$ cat src/ajb_pkg.sv
// Shared types, constants and helper functions of the audio jitter buffer.
package ajb_pkg;

    // Ring geometry
    localparam int FRAME_SAMPLES = 16;
    localparam int RING_FRAMES   = 7;
    localparam int RING_SIZE     = FRAME_SAMPLES * RING_FRAMES;

    // Widths
    localparam int DATA_W   = 16;
    localparam int PTR_W    = $clog2(RING_SIZE);
    localparam int FILL_W   = 7;
    localparam int CNT_W    = (FRAME_SAMPLES > 1) ? $clog2(FRAME_SAMPLES) : 1;
    localparam int PF_W     = 3;
    localparam int CFG_IDX_W = 2;

    // Register indexes on the configuration port
    localparam logic [CFG_IDX_W-1:0] CFG_PREFETCH = 2'd0;
    localparam logic [CFG_IDX_W-1:0] CFG_LIMIT    = 2'd1;

    // Register reset values
    localparam logic [PF_W-1:0]   PREFETCH_RST = 3'd5;
    localparam logic [DATA_W-1:0] LIMIT_RST    = 16'd200;

    typedef enum logic [1:0] {
        KIND_ACCEPT   = 2'd0,
        KIND_OVERFLOW = 2'd1,
        KIND_NONE     = 2'd2,
        KIND_FRAME    = 2'd3
    } t_kind;

    typedef enum logic [1:0] {
        MODE_IDLE      = 2'd0,
        MODE_BUFFERING = 2'd1,
        MODE_PLAYING   = 2'd2
    } t_mode;

    typedef enum logic [1:0] {
        ALU_INC_SAT  = 2'd0,
        ALU_ADD_WRAP = 2'd1,
        ALU_SUB_MOD  = 2'd2,
        ALU_GE       = 2'd3
    } t_alu_op;

    typedef enum logic [3:0] {
        ST_IDLE,
        ST_PUT_NEXT,
        ST_PUT_CHK,
        ST_PUT_OVF,
        ST_GET_FILL,
        ST_GET_CMP,
        ST_GET_INC,
        ST_GET_LIM,
        ST_FRM_PTR,
        ST_FILL,
        ST_RESULT,
        ST_RD,
        ST_OUT
    } t_state;

    typedef struct packed {
        t_alu_op           op;
        logic [DATA_W-1:0] a;
        logic [DATA_W-1:0] b;
    } t_alu_req;

    typedef struct packed {
        logic [DATA_W-1:0] y;
        logic              flag;
    } t_alu_rsp;

    typedef struct packed {
        logic              we;
        logic [PTR_W-1:0]  waddr;
        logic [DATA_W-1:0] wdata;
        logic              re;
        logic [PTR_W-1:0]  raddr;
    } t_mem_req;

    // Fill needed to start playing; a prefetch of zero counts as one frame
    function automatic logic [DATA_W-1:0] ajb_threshold(input logic [PF_W-1:0] pf);
        logic [DATA_W-1:0] pf1;
        pf1 = (pf == '0) ? DATA_W'(1) : DATA_W'(pf);
        return DATA_W'(pf1 * DATA_W'(FRAME_SAMPLES));
    endfunction

endpackage

$ cat src/audio_jitter_buffer_unit.sv
// Put: pointer step, check, overflow count if full, fill, result word; ready after it is taken.
// Get, no frame: fill, compare, underflow count, limit check as needed; a single result word.
// Get with a frame: fill, compare, step, fill, then FRAME_SAMPLES words (store read, then output).
// One item at a time, all steps through one shared ALU; input is stalled until results drain.
// Synchronous active-low reset: idle mode, pointers and event counters zero, registers at defaults.
// The sample store is not cleared; only written entries are ever read.
module audio_jitter_buffer_unit (
    input  logic                              i_clk,
    input  logic                              i_rst_n,
    input  logic                              i_in_valid,
    output logic                              o_in_stall,
    input  logic                              i_action,
    input  logic signed [ajb_pkg::DATA_W-1:0] i_sample_in,
    output logic                              o_out_valid,
    input  logic                              i_out_stall,
    output logic [1:0]                        o_kind,
    output logic signed [ajb_pkg::DATA_W-1:0] o_sample_out,
    output logic                              o_last,
    output logic [ajb_pkg::FILL_W-1:0]        o_fill_level,
    output logic [1:0]                        o_mode,
    output logic [ajb_pkg::DATA_W-1:0]        o_overflow_count,
    output logic [ajb_pkg::DATA_W-1:0]        o_underflow_count,
    input  logic                              i_cfg_valid,
    output logic                              o_cfg_ready,
    input  logic [ajb_pkg::CFG_IDX_W-1:0]     i_cfg_index,
    input  logic [ajb_pkg::DATA_W-1:0]        i_cfg_data
);

    logic [ajb_pkg::PF_W-1:0]   r_prefetch;
    logic [ajb_pkg::DATA_W-1:0] r_limit;
    ajb_pkg::t_alu_req          alu_req;
    ajb_pkg::t_alu_rsp          alu_rsp;
    ajb_pkg::t_mem_req          mem_req;
    logic [ajb_pkg::DATA_W-1:0] rdata;
    logic [ajb_pkg::DATA_W-1:0] sample_out;

    // configuration registers; writes to unused indexes are dropped
    assign o_cfg_ready = 1'b1;

    always_ff @(posedge i_clk) begin
        if (!i_rst_n) begin
            r_prefetch <= ajb_pkg::PREFETCH_RST;
            r_limit    <= ajb_pkg::LIMIT_RST;
        end else if (i_cfg_valid && o_cfg_ready) begin
            case (i_cfg_index)
                ajb_pkg::CFG_PREFETCH: r_prefetch <= i_cfg_data[ajb_pkg::PF_W-1:0];
                ajb_pkg::CFG_LIMIT:    r_limit    <= i_cfg_data;
                default: begin
                end
            endcase
        end
    end

    ajb_seq u_seq (
        .i_clk             (i_clk),
        .i_rst_n           (i_rst_n),
        .i_in_valid        (i_in_valid),
        .o_in_stall        (o_in_stall),
        .i_action          (i_action),
        .i_sample_in       (i_sample_in),
        .i_prefetch        (r_prefetch),
        .i_limit           (r_limit),
        .o_out_valid       (o_out_valid),
        .i_out_stall       (i_out_stall),
        .o_kind            (o_kind),
        .o_sample_out      (sample_out),
        .o_last            (o_last),
        .o_fill_level      (o_fill_level),
        .o_mode            (o_mode),
        .o_overflow_count  (o_overflow_count),
        .o_underflow_count (o_underflow_count),
        .o_alu_req         (alu_req),
        .i_alu_rsp         (alu_rsp),
        .o_mem_req         (mem_req),
        .i_rdata           (rdata)
    );

    assign o_sample_out = sample_out;

    ajb_alu u_alu (
        .i_req (alu_req),
        .o_rsp (alu_rsp)
    );

    ajb_store u_store (
        .i_clk   (i_clk),
        .i_req   (mem_req),
        .o_rdata (rdata)
    );

endmodule

$ cat src/ajb_alu.sv
// Shared arithmetic unit: saturating increment, wrapping add, ring subtract, compare.
module ajb_alu (
    input  ajb_pkg::t_alu_req i_req,
    output ajb_pkg::t_alu_rsp o_rsp
);

    logic [ajb_pkg::DATA_W:0] sum;
    logic [ajb_pkg::DATA_W:0] diff;

    // one adder serves the wrapping add, one subtractor the ring subtract and compare
    assign sum  = {1'b0, i_req.a} + {1'b0, i_req.b};
    assign diff = {1'b0, i_req.a} - {1'b0, i_req.b};

    always_comb begin
        o_rsp.y    = '0;
        o_rsp.flag = 1'b0;
        case (i_req.op)
            ajb_pkg::ALU_INC_SAT: begin
                o_rsp.y = (&i_req.a) ? i_req.a : i_req.a + ajb_pkg::DATA_W'(1);
            end
            ajb_pkg::ALU_ADD_WRAP: begin
                // pointer step, back to zero at the ring end
                o_rsp.y = (sum >= (ajb_pkg::DATA_W+1)'(ajb_pkg::RING_SIZE)) ?
                          '0 : sum[ajb_pkg::DATA_W-1:0];
            end
            ajb_pkg::ALU_SUB_MOD: begin
                // distance around the ring; flag marks equal operands
                o_rsp.y    = diff[ajb_pkg::DATA_W] ?
                             diff[ajb_pkg::DATA_W-1:0] + ajb_pkg::DATA_W'(ajb_pkg::RING_SIZE) :
                             diff[ajb_pkg::DATA_W-1:0];
                o_rsp.flag = (diff == '0);
            end
            ajb_pkg::ALU_GE: begin
                o_rsp.flag = ~diff[ajb_pkg::DATA_W];
            end
            default: begin
                o_rsp.y    = '0;
                o_rsp.flag = 1'b0;
            end
        endcase
    end

endmodule

$ cat src/ajb_store.sv
// Sample ring store: one write port, one registered read port.
module ajb_store (
    input  logic                       i_clk,
    input  ajb_pkg::t_mem_req          i_req,
    output logic [ajb_pkg::DATA_W-1:0] o_rdata
);

    logic [ajb_pkg::DATA_W-1:0] mem [ajb_pkg::RING_SIZE];
    logic [ajb_pkg::DATA_W-1:0] r_rdata;

    // write port
    always_ff @(posedge i_clk) begin
        if (i_req.we) begin
            mem[i_req.waddr] <= i_req.wdata;
        end
    end

    // registered read port
    always_ff @(posedge i_clk) begin
        if (i_req.re) begin
            r_rdata <= mem[i_req.raddr];
        end
    end

    assign o_rdata = r_rdata;

endmodule

$ cat src/ajb_seq.sv
// Sequencer: pointers, mode, counters and result words, stepping the shared ALU.
module ajb_seq (
    input  logic                        i_clk,
    input  logic                        i_rst_n,
    input  logic                        i_in_valid,
    output logic                        o_in_stall,
    input  logic                        i_action,
    input  logic [ajb_pkg::DATA_W-1:0]  i_sample_in,
    input  logic [ajb_pkg::PF_W-1:0]    i_prefetch,
    input  logic [ajb_pkg::DATA_W-1:0]  i_limit,
    output logic                        o_out_valid,
    input  logic                        i_out_stall,
    output logic [1:0]                  o_kind,
    output logic [ajb_pkg::DATA_W-1:0]  o_sample_out,
    output logic                        o_last,
    output logic [ajb_pkg::FILL_W-1:0]  o_fill_level,
    output logic [1:0]                  o_mode,
    output logic [ajb_pkg::DATA_W-1:0]  o_overflow_count,
    output logic [ajb_pkg::DATA_W-1:0]  o_underflow_count,
    output ajb_pkg::t_alu_req           o_alu_req,
    input  ajb_pkg::t_alu_rsp           i_alu_rsp,
    output ajb_pkg::t_mem_req           o_mem_req,
    input  logic [ajb_pkg::DATA_W-1:0]  i_rdata
);

    localparam logic [ajb_pkg::CNT_W-1:0] CNT_LAST = ajb_pkg::CNT_W'(ajb_pkg::FRAME_SAMPLES - 1);

    ajb_pkg::t_state            r_state, n_state;
    ajb_pkg::t_mode             r_mode, n_mode;
    ajb_pkg::t_kind             r_kind, n_kind;
    logic [ajb_pkg::PTR_W-1:0]  r_wp, n_wp;
    logic [ajb_pkg::PTR_W-1:0]  r_rp, n_rp;
    logic [ajb_pkg::PTR_W-1:0]  r_tmp, n_tmp;
    logic [ajb_pkg::PTR_W-1:0]  r_addr, n_addr;
    logic [ajb_pkg::CNT_W-1:0]  r_cnt, n_cnt;
    logic [ajb_pkg::FILL_W-1:0] r_fill, n_fill;
    logic [ajb_pkg::DATA_W-1:0] r_ovf, n_ovf;
    logic [ajb_pkg::DATA_W-1:0] r_und, n_und;
    logic [ajb_pkg::DATA_W-1:0] r_sample, n_sample;
    logic                       r_chk_lim, n_chk_lim;

    // state and control registers
    always_ff @(posedge i_clk) begin
        if (!i_rst_n) begin
            r_state   <= ajb_pkg::ST_IDLE;
            r_mode    <= ajb_pkg::MODE_IDLE;
            r_wp      <= '0;
            r_rp      <= '0;
            r_ovf     <= '0;
            r_und     <= '0;
            r_fill    <= '0;
            r_chk_lim <= 1'b0;
        end else begin
            r_state   <= n_state;
            r_mode    <= n_mode;
            r_wp      <= n_wp;
            r_rp      <= n_rp;
            r_ovf     <= n_ovf;
            r_und     <= n_und;
            r_fill    <= n_fill;
            r_chk_lim <= n_chk_lim;
        end
    end

    // payload registers
    always_ff @(posedge i_clk) begin
        r_kind   <= n_kind;
        r_tmp    <= n_tmp;
        r_addr   <= n_addr;
        r_cnt    <= n_cnt;
        r_sample <= n_sample;
    end

    // next state, ALU and store requests
    always_comb begin
        n_state   = r_state;
        n_mode    = r_mode;
        n_kind    = r_kind;
        n_wp      = r_wp;
        n_rp      = r_rp;
        n_tmp     = r_tmp;
        n_addr    = r_addr;
        n_cnt     = r_cnt;
        n_fill    = r_fill;
        n_ovf     = r_ovf;
        n_und     = r_und;
        n_sample  = r_sample;
        n_chk_lim = r_chk_lim;
        o_alu_req = '{op: ajb_pkg::ALU_SUB_MOD, a: '0, b: '0};
        o_mem_req = '{we: 1'b0, waddr: r_wp, wdata: r_sample, re: 1'b0, raddr: r_addr};

        case (r_state)
            ajb_pkg::ST_IDLE: begin
                if (i_in_valid) begin
                    n_sample = i_sample_in;
                    n_state  = i_action ? ajb_pkg::ST_GET_FILL : ajb_pkg::ST_PUT_NEXT;
                end
            end

            // put: step the write pointer, then check it against the read pointer
            ajb_pkg::ST_PUT_NEXT: begin
                o_alu_req = '{op: ajb_pkg::ALU_ADD_WRAP,
                              a: ajb_pkg::DATA_W'(r_wp), b: ajb_pkg::DATA_W'(1)};
                n_tmp   = i_alu_rsp.y[ajb_pkg::PTR_W-1:0];
                n_state = ajb_pkg::ST_PUT_CHK;
            end
            ajb_pkg::ST_PUT_CHK: begin
                o_alu_req = '{op: ajb_pkg::ALU_SUB_MOD,
                              a: ajb_pkg::DATA_W'(r_tmp), b: ajb_pkg::DATA_W'(r_rp)};
                if (i_alu_rsp.flag) begin
                    n_kind  = ajb_pkg::KIND_OVERFLOW;
                    n_state = ajb_pkg::ST_PUT_OVF;
                end else begin
                    o_mem_req.we = 1'b1;
                    n_wp   = r_tmp;
                    n_kind = ajb_pkg::KIND_ACCEPT;
                    if (r_mode == ajb_pkg::MODE_IDLE) begin
                        n_mode = ajb_pkg::MODE_BUFFERING;
                    end
                    n_state = ajb_pkg::ST_FILL;
                end
            end
            ajb_pkg::ST_PUT_OVF: begin
                o_alu_req = '{op: ajb_pkg::ALU_INC_SAT, a: r_ovf, b: '0};
                n_ovf   = i_alu_rsp.y;
                n_state = ajb_pkg::ST_FILL;
            end

            // get: fill first, then the mode decision
            ajb_pkg::ST_GET_FILL: begin
                o_alu_req = '{op: ajb_pkg::ALU_SUB_MOD,
                              a: ajb_pkg::DATA_W'(r_wp), b: ajb_pkg::DATA_W'(r_rp)};
                n_fill = i_alu_rsp.y[ajb_pkg::FILL_W-1:0];
                case (r_mode)
                    ajb_pkg::MODE_BUFFERING,
                    ajb_pkg::MODE_PLAYING: begin
                        n_state = ajb_pkg::ST_GET_CMP;
                    end
                    default: begin
                        n_kind  = ajb_pkg::KIND_NONE;
                        n_state = ajb_pkg::ST_RESULT;
                    end
                endcase
            end
            ajb_pkg::ST_GET_CMP: begin
                o_alu_req = '{op: ajb_pkg::ALU_GE, a: ajb_pkg::DATA_W'(r_fill),
                              b: (r_mode == ajb_pkg::MODE_BUFFERING) ?
                                 ajb_pkg::ajb_threshold(i_prefetch) :
                                 ajb_pkg::DATA_W'(ajb_pkg::FRAME_SAMPLES)};
                n_chk_lim = (r_mode == ajb_pkg::MODE_BUFFERING);
                if (i_alu_rsp.flag) begin
                    if (r_mode == ajb_pkg::MODE_BUFFERING) begin
                        n_mode = ajb_pkg::MODE_PLAYING;
                    end else begin
                        n_und = '0;
                    end
                    n_state = ajb_pkg::ST_FRM_PTR;
                end else begin
                    if (r_mode == ajb_pkg::MODE_PLAYING) begin
                        n_mode = ajb_pkg::MODE_BUFFERING;
                    end
                    n_state = ajb_pkg::ST_GET_INC;
                end
            end
            ajb_pkg::ST_GET_INC: begin
                o_alu_req = '{op: ajb_pkg::ALU_INC_SAT, a: r_und, b: '0};
                n_und   = i_alu_rsp.y;
                n_kind  = ajb_pkg::KIND_NONE;
                n_state = r_chk_lim ? ajb_pkg::ST_GET_LIM : ajb_pkg::ST_RESULT;
            end
            ajb_pkg::ST_GET_LIM: begin
                // give up when the count went above the limit
                o_alu_req = '{op: ajb_pkg::ALU_GE, a: i_limit, b: r_und};
                if (!i_alu_rsp.flag) begin
                    n_mode = ajb_pkg::MODE_IDLE;
                    n_und  = '0;
                end
                n_state = ajb_pkg::ST_RESULT;
            end

            // frame: advance the read pointer, keep the start address
            ajb_pkg::ST_FRM_PTR: begin
                o_alu_req = '{op: ajb_pkg::ALU_ADD_WRAP, a: ajb_pkg::DATA_W'(r_rp),
                              b: ajb_pkg::DATA_W'(ajb_pkg::FRAME_SAMPLES)};
                n_rp    = i_alu_rsp.y[ajb_pkg::PTR_W-1:0];
                n_addr  = r_rp;
                n_cnt   = '0;
                n_kind  = ajb_pkg::KIND_FRAME;
                n_state = ajb_pkg::ST_FILL;
            end

            // fill after the step, reported with every result word
            ajb_pkg::ST_FILL: begin
                o_alu_req = '{op: ajb_pkg::ALU_SUB_MOD,
                              a: ajb_pkg::DATA_W'(r_wp), b: ajb_pkg::DATA_W'(r_rp)};
                n_fill  = i_alu_rsp.y[ajb_pkg::FILL_W-1:0];
                n_state = (r_kind == ajb_pkg::KIND_FRAME) ? ajb_pkg::ST_RD : ajb_pkg::ST_RESULT;
            end

            ajb_pkg::ST_RESULT: begin
                if (!i_out_stall) begin
                    n_state = ajb_pkg::ST_IDLE;
                end
            end

            ajb_pkg::ST_RD: begin
                o_mem_req.re = 1'b1;
                n_state      = ajb_pkg::ST_OUT;
            end
            ajb_pkg::ST_OUT: begin
                o_alu_req = '{op: ajb_pkg::ALU_ADD_WRAP,
                              a: ajb_pkg::DATA_W'(r_addr), b: ajb_pkg::DATA_W'(1)};
                if (!i_out_stall) begin
                    if (r_cnt == CNT_LAST) begin
                        n_state = ajb_pkg::ST_IDLE;
                    end else begin
                        n_addr  = i_alu_rsp.y[ajb_pkg::PTR_W-1:0];
                        n_cnt   = r_cnt + ajb_pkg::CNT_W'(1);
                        n_state = ajb_pkg::ST_RD;
                    end
                end
            end

            default: begin
                n_state = ajb_pkg::ST_IDLE;
            end
        endcase
    end

    // ports
    assign o_in_stall        = (r_state != ajb_pkg::ST_IDLE);
    assign o_out_valid       = (r_state == ajb_pkg::ST_RESULT) || (r_state == ajb_pkg::ST_OUT);
    assign o_kind            = r_kind;
    assign o_sample_out      = (r_state == ajb_pkg::ST_OUT) ? i_rdata : '0;
    assign o_last            = (r_state == ajb_pkg::ST_RESULT) || (r_cnt == CNT_LAST);
    assign o_fill_level      = r_fill;
    assign o_mode            = r_mode;
    assign o_overflow_count  = r_ovf;
    assign o_underflow_count = r_und;

endmodule

$ cat config.mk
export PLATFORM = sky130hd
export DESIGN_NAME = audio_jitter_buffer_unit
export DESIGN_NICKNAME = d
export VERILOG_FILES = /design/src/ajb_pkg.sv /design/src/audio_jitter_buffer_unit.sv /design/src/ajb_alu.sv /design/src/ajb_store.sv /design/src/ajb_seq.sv
export SDC_FILE = /design/constraint.sdc
export NUM_CORES = 2
export LEC_CHECK = 0
export BUFFER_PORTS_ARGS = -buffer_cell sky130_fd_sc_hd__buf_2
export CAP_MARGIN = 10
export CORE_UTILIZATION = 60
export CTS_CLUSTER_SIZE = 25
export DETAILED_ROUTE_END_ITERATION = 8
export PLACE_DENSITY_LB_ADDON = 0.12
export SLEW_MARGIN = 20
export SYNTH_ARGS = -nofsm -noshare
export SYNTH_HDL_FRONTEND = slang
export SYNTH_HIERARCHICAL = 1
export SYNTH_SLANG_ARGS = --single-unit
$ cat constraint.sdc
create_clock -name i_clk -period 7.05 [get_ports i_clk]
set_clock_uncertainty 0.15 [all_clocks]
set_input_delay 0.705 -clock i_clk [delete_from_list [all_inputs] [get_ports i_clk]]
set_output_delay 0.705 -clock i_clk [all_outputs]
set_load 0.05 [all_outputs]
==> run metrics <==
status=finished clean; hold crit path type=in2reg; max-cap violations=0; Netlist cell types=115; number of global-route vias before repair=40400; fraction of layout cells with a size suffix above 1=0.246; final std cells w/o fill=6273; Worst Setup EP=u_store/mem[20][2]$_DFFE_PP_; critical path peak fanout=22; flip-flop and latch count after synthesis=1923; sequential share of the synthesized area=0.728; DP Wirelength=126000 µm; Synth async-reset ratio=0; number of core rows=132; Fmax achieved=150 MHz; Fin. Hold Viols=0; gr ovfl total=0; post-synthesis cell area=78200 µm²; reg-to-reg startpoint=u_seq/r_state[0]$_SDFFE_PN0P_; Crit. Startpoint=u_seq/r_state[0]$_SDFFE_PN0P_; final setup TNS=0 ns; data required time at the worst endpoint=7.44 ns; full die area=132000 µm²; TritonRoute pass-1 iters=8; clock sink count=1923; clock latency on the worst-skew pair=0.83 ns; Port Buffers=101; I/O pins=103; Pleak=28.6 nW; min cycle time layout=6.67 ns; Slew headroom=0.0974; commonest non-fill, non-tap cell in the layout=edfxtp_1; crit start category=flop; DRC=0; Die Y=363 µm; Register-to-Register Path Depth=22; Post-layout nets=4458; YS warnings=6; fin util=0.677; pre-CTS setup slack=0.118 ns; Post-synth EDFFs=1844; Initial Util=0.604; Main synth FF type=edfxtp_1; drt via density=6.71; first-pass GRT wire length=291000 µm; Area growth syn-to-layout=12.1%; Vias=42100; Pins Over Slew Limit=0; Routed Antenna Nets=0; fin worst setup slack=0.378 ns; CTS tree=done; Placed Instances=5904; Setup Viol. Count Final=0; Avg Synthesized Cell Area=19.3 µm²; initial antenna violation count=5; total CTS buffers=188; CTS Buffer Depth=3; Root Driver=clkbuf_16; Syn Nets=4127; Synth Instances=4046; commonest cells after routing, fill and taps aside=edfxtp_1, mux4_2, buf_4; worst reg2reg endpoint=u_store/mem[20][2]$_DFFE_PP_; Arrival @ worst endpoint=7.06 ns; Post CTS Setup Buffer Count=0; Worst-Margin Slew=1.34 ns; H-tree Lvls=4; routed length per instance=32.4 µm; Final Cycle Share=0.946; Total GRT Usage=0.313; CP Capture Type=flop; kind of critical path=reg2reg; largest net degree at the start of global routing=138; Die W=363 µm; clk slew on worst S/H paths=0.06 ns; WL final=203000 µm; VDD IR-drop max=0.000285 V; PD cells=364 nW/µm²; Reg2Reg Setup Slack=0.38 ns; Iteration-0 DRC Markers=5565; Core Area=129000 µm²; RSZ-0062 raised after global routing=yes; global placer's final weighted congestion=0.969
-- through the flow --
stage	power [mW]	hold WS, ns	cell area, µm²
floorplan	19.2	0.284	78200
detailed placement	22.0	0.318	81300
CTS	31.9	0.00519	87600
global route	32.8	0.0274	87700
global placement	22.0	0.306	81300
finish	31.9	0.0429	87700
-- cell families after synthesis --
logic type,after synthesis,share of synthesized area
buffers and inverters,295,0.0237
XOR/XNOR,44,0.00521
other,1,0.0000479
adder cells (fa/ha/maj),41,0.00675
AO/OA/AOI/OAI,511,0.0501
AND/OR/NAND/NOR,682,0.0441
multiplexers,549,0.142
flip-flops,1923,0.728
-- flip-flops by register name, summed over array words and instances, names as in the netlist --
name                     count
u_seq/r_rp                   7
u_store/o_rdata             16
u_seq/r_chk_lim              1
u_seq/o_overflow_count      16
u_seq/o_mode                 2
u_seq/o_kind                 2
u_seq/r_tmp                  7
u_seq/o_underflow_count     16
u_seq/r_addr                 7
u_seq/o_fill_level           7
u_store/mem               1792
u_seq/r_state                4
u_seq/r_cnt                  4
u_seq/r_sample              16
u_seq/r_wp                   7
r_limit                     16
r_prefetch                   3
-- worst min path at each step --
stage / start / endpoint / slack, ns / depth (start not counted)
detailed placement: r_limit[9]$_SDFFE_PN0P_ / r_limit[9]$_SDFFE_PN0P_ / 0.32 / 2
global placement: r_limit[1]$_SDFFE_PN0P_ / r_limit[1]$_SDFFE_PN0P_ / 0.31 / 2
finish: i_cfg_data[0] / r_limit[0]$_SDFFE_PN0P_ / 0.04 / 3
global route: i_cfg_data[0] / r_limit[0]$_SDFFE_PN0P_ / 0.03 / 3
CTS: i_cfg_data[0] / r_limit[0]$_SDFFE_PN0P_ / 0.005 / 3
floorplan: r_limit[10]$_SDFFE_PN0P_ / r_limit[10]$_SDFFE_PN0P_ / 0.28 / 2
-- report_power, final --
part           internal [mW]  switching [mW]
logic                   2.61            5.51
registers               13.7           0.185
clock network           5.63            4.29
total                   21.9            9.99
-- repair_timing --
| item | in CTS | in global routing |
|---|---|---|
| endpoints found under the setup margin | 0 | 699 |
| hold buffers | 25 | 0 |
| gates resized for setup | 0 | 11 |
| endpoints found under the hold margin | 25 | 0 |
-- cell type report --
type | count | area (µm²)
sequential | 1923 | 57000
fill | 8460 | 41800
multi-input combinational | 1828 | 19500
clock buffer | 231 | 4940
timing repair buffer | 374 | 2680
tap | 1742 | 2180
clock inverter | 112 | 1180
inverter | 62 | 233
antenna | 1 | 2.50
-- routing by layer --
layer	share of wire	vias up	global-route usage	wire (µm)
met5	0.00023	-	0	47
met4	0.039	6	0.119	8010
met3	0.11	386	0.0759	21900
met2	0.45	2380	0.451	91100
met1	0.40	22000	0.467	82400
li1	-	17400	-	-
-- cell usage after synthesis, drive strengths merged (7+ instances only) --
cell	number	area, µm²
dfxtp	79	1580
o21ai	47	243
mux4	435	9960
a31oi	10	68.8
a21oi	56	303
nand2	173	657
a221o	9	90.1
nor2b	68	425
a21boi	29	218
o211ai	12	95.1
and2	36	228
a311oi	7	67.6
a32oi	13	114
ha	39	488
a21o	15	115
xnor2	32	295
mux2	15	169
o22ai	49	307
inv	62	233
edfxtp	1844	55400
a222oi	12	120
clkbuf	94	413
nor3	31	188
nand4	15	100
mux2i	99	991
a221oi	46	422
nand4b	9	85.1
buf	139	1210
a211oi	19	158
nand2b	19	119
a22oi	76	576
nor2	198	771
o31ai	8	97.6
a22o	55	482
nand3	42	233
and3	22	143
nor4	18	113
xor2	12	113
or3	20	128
-- critical path, stage by stage (launching register included) --
cell      delay, ns
dfxtp_1        0.52
buf_4          0.33
nor2b_1        0.28
a21oi_1        0.07
nor2_1         0.38
a221o_1        0.32
inv_1          0.09
ha_1           0.21
inv_1          0.07
fa_1           0.26
a211oi_1       0.12
o21ai_1        0.30
nand3_1        0.15
a21oi_1        0.33
nor2_1         0.11
xnor2_1        0.28
nor4_1         0.11
o211a_1        0.31
nor4_4         0.43
nor2b_1        0.43
nand2_1        0.17
nor2_1         0.63
buf_4          0.32
Note: power is estimated with default switching activity, not from simulation.
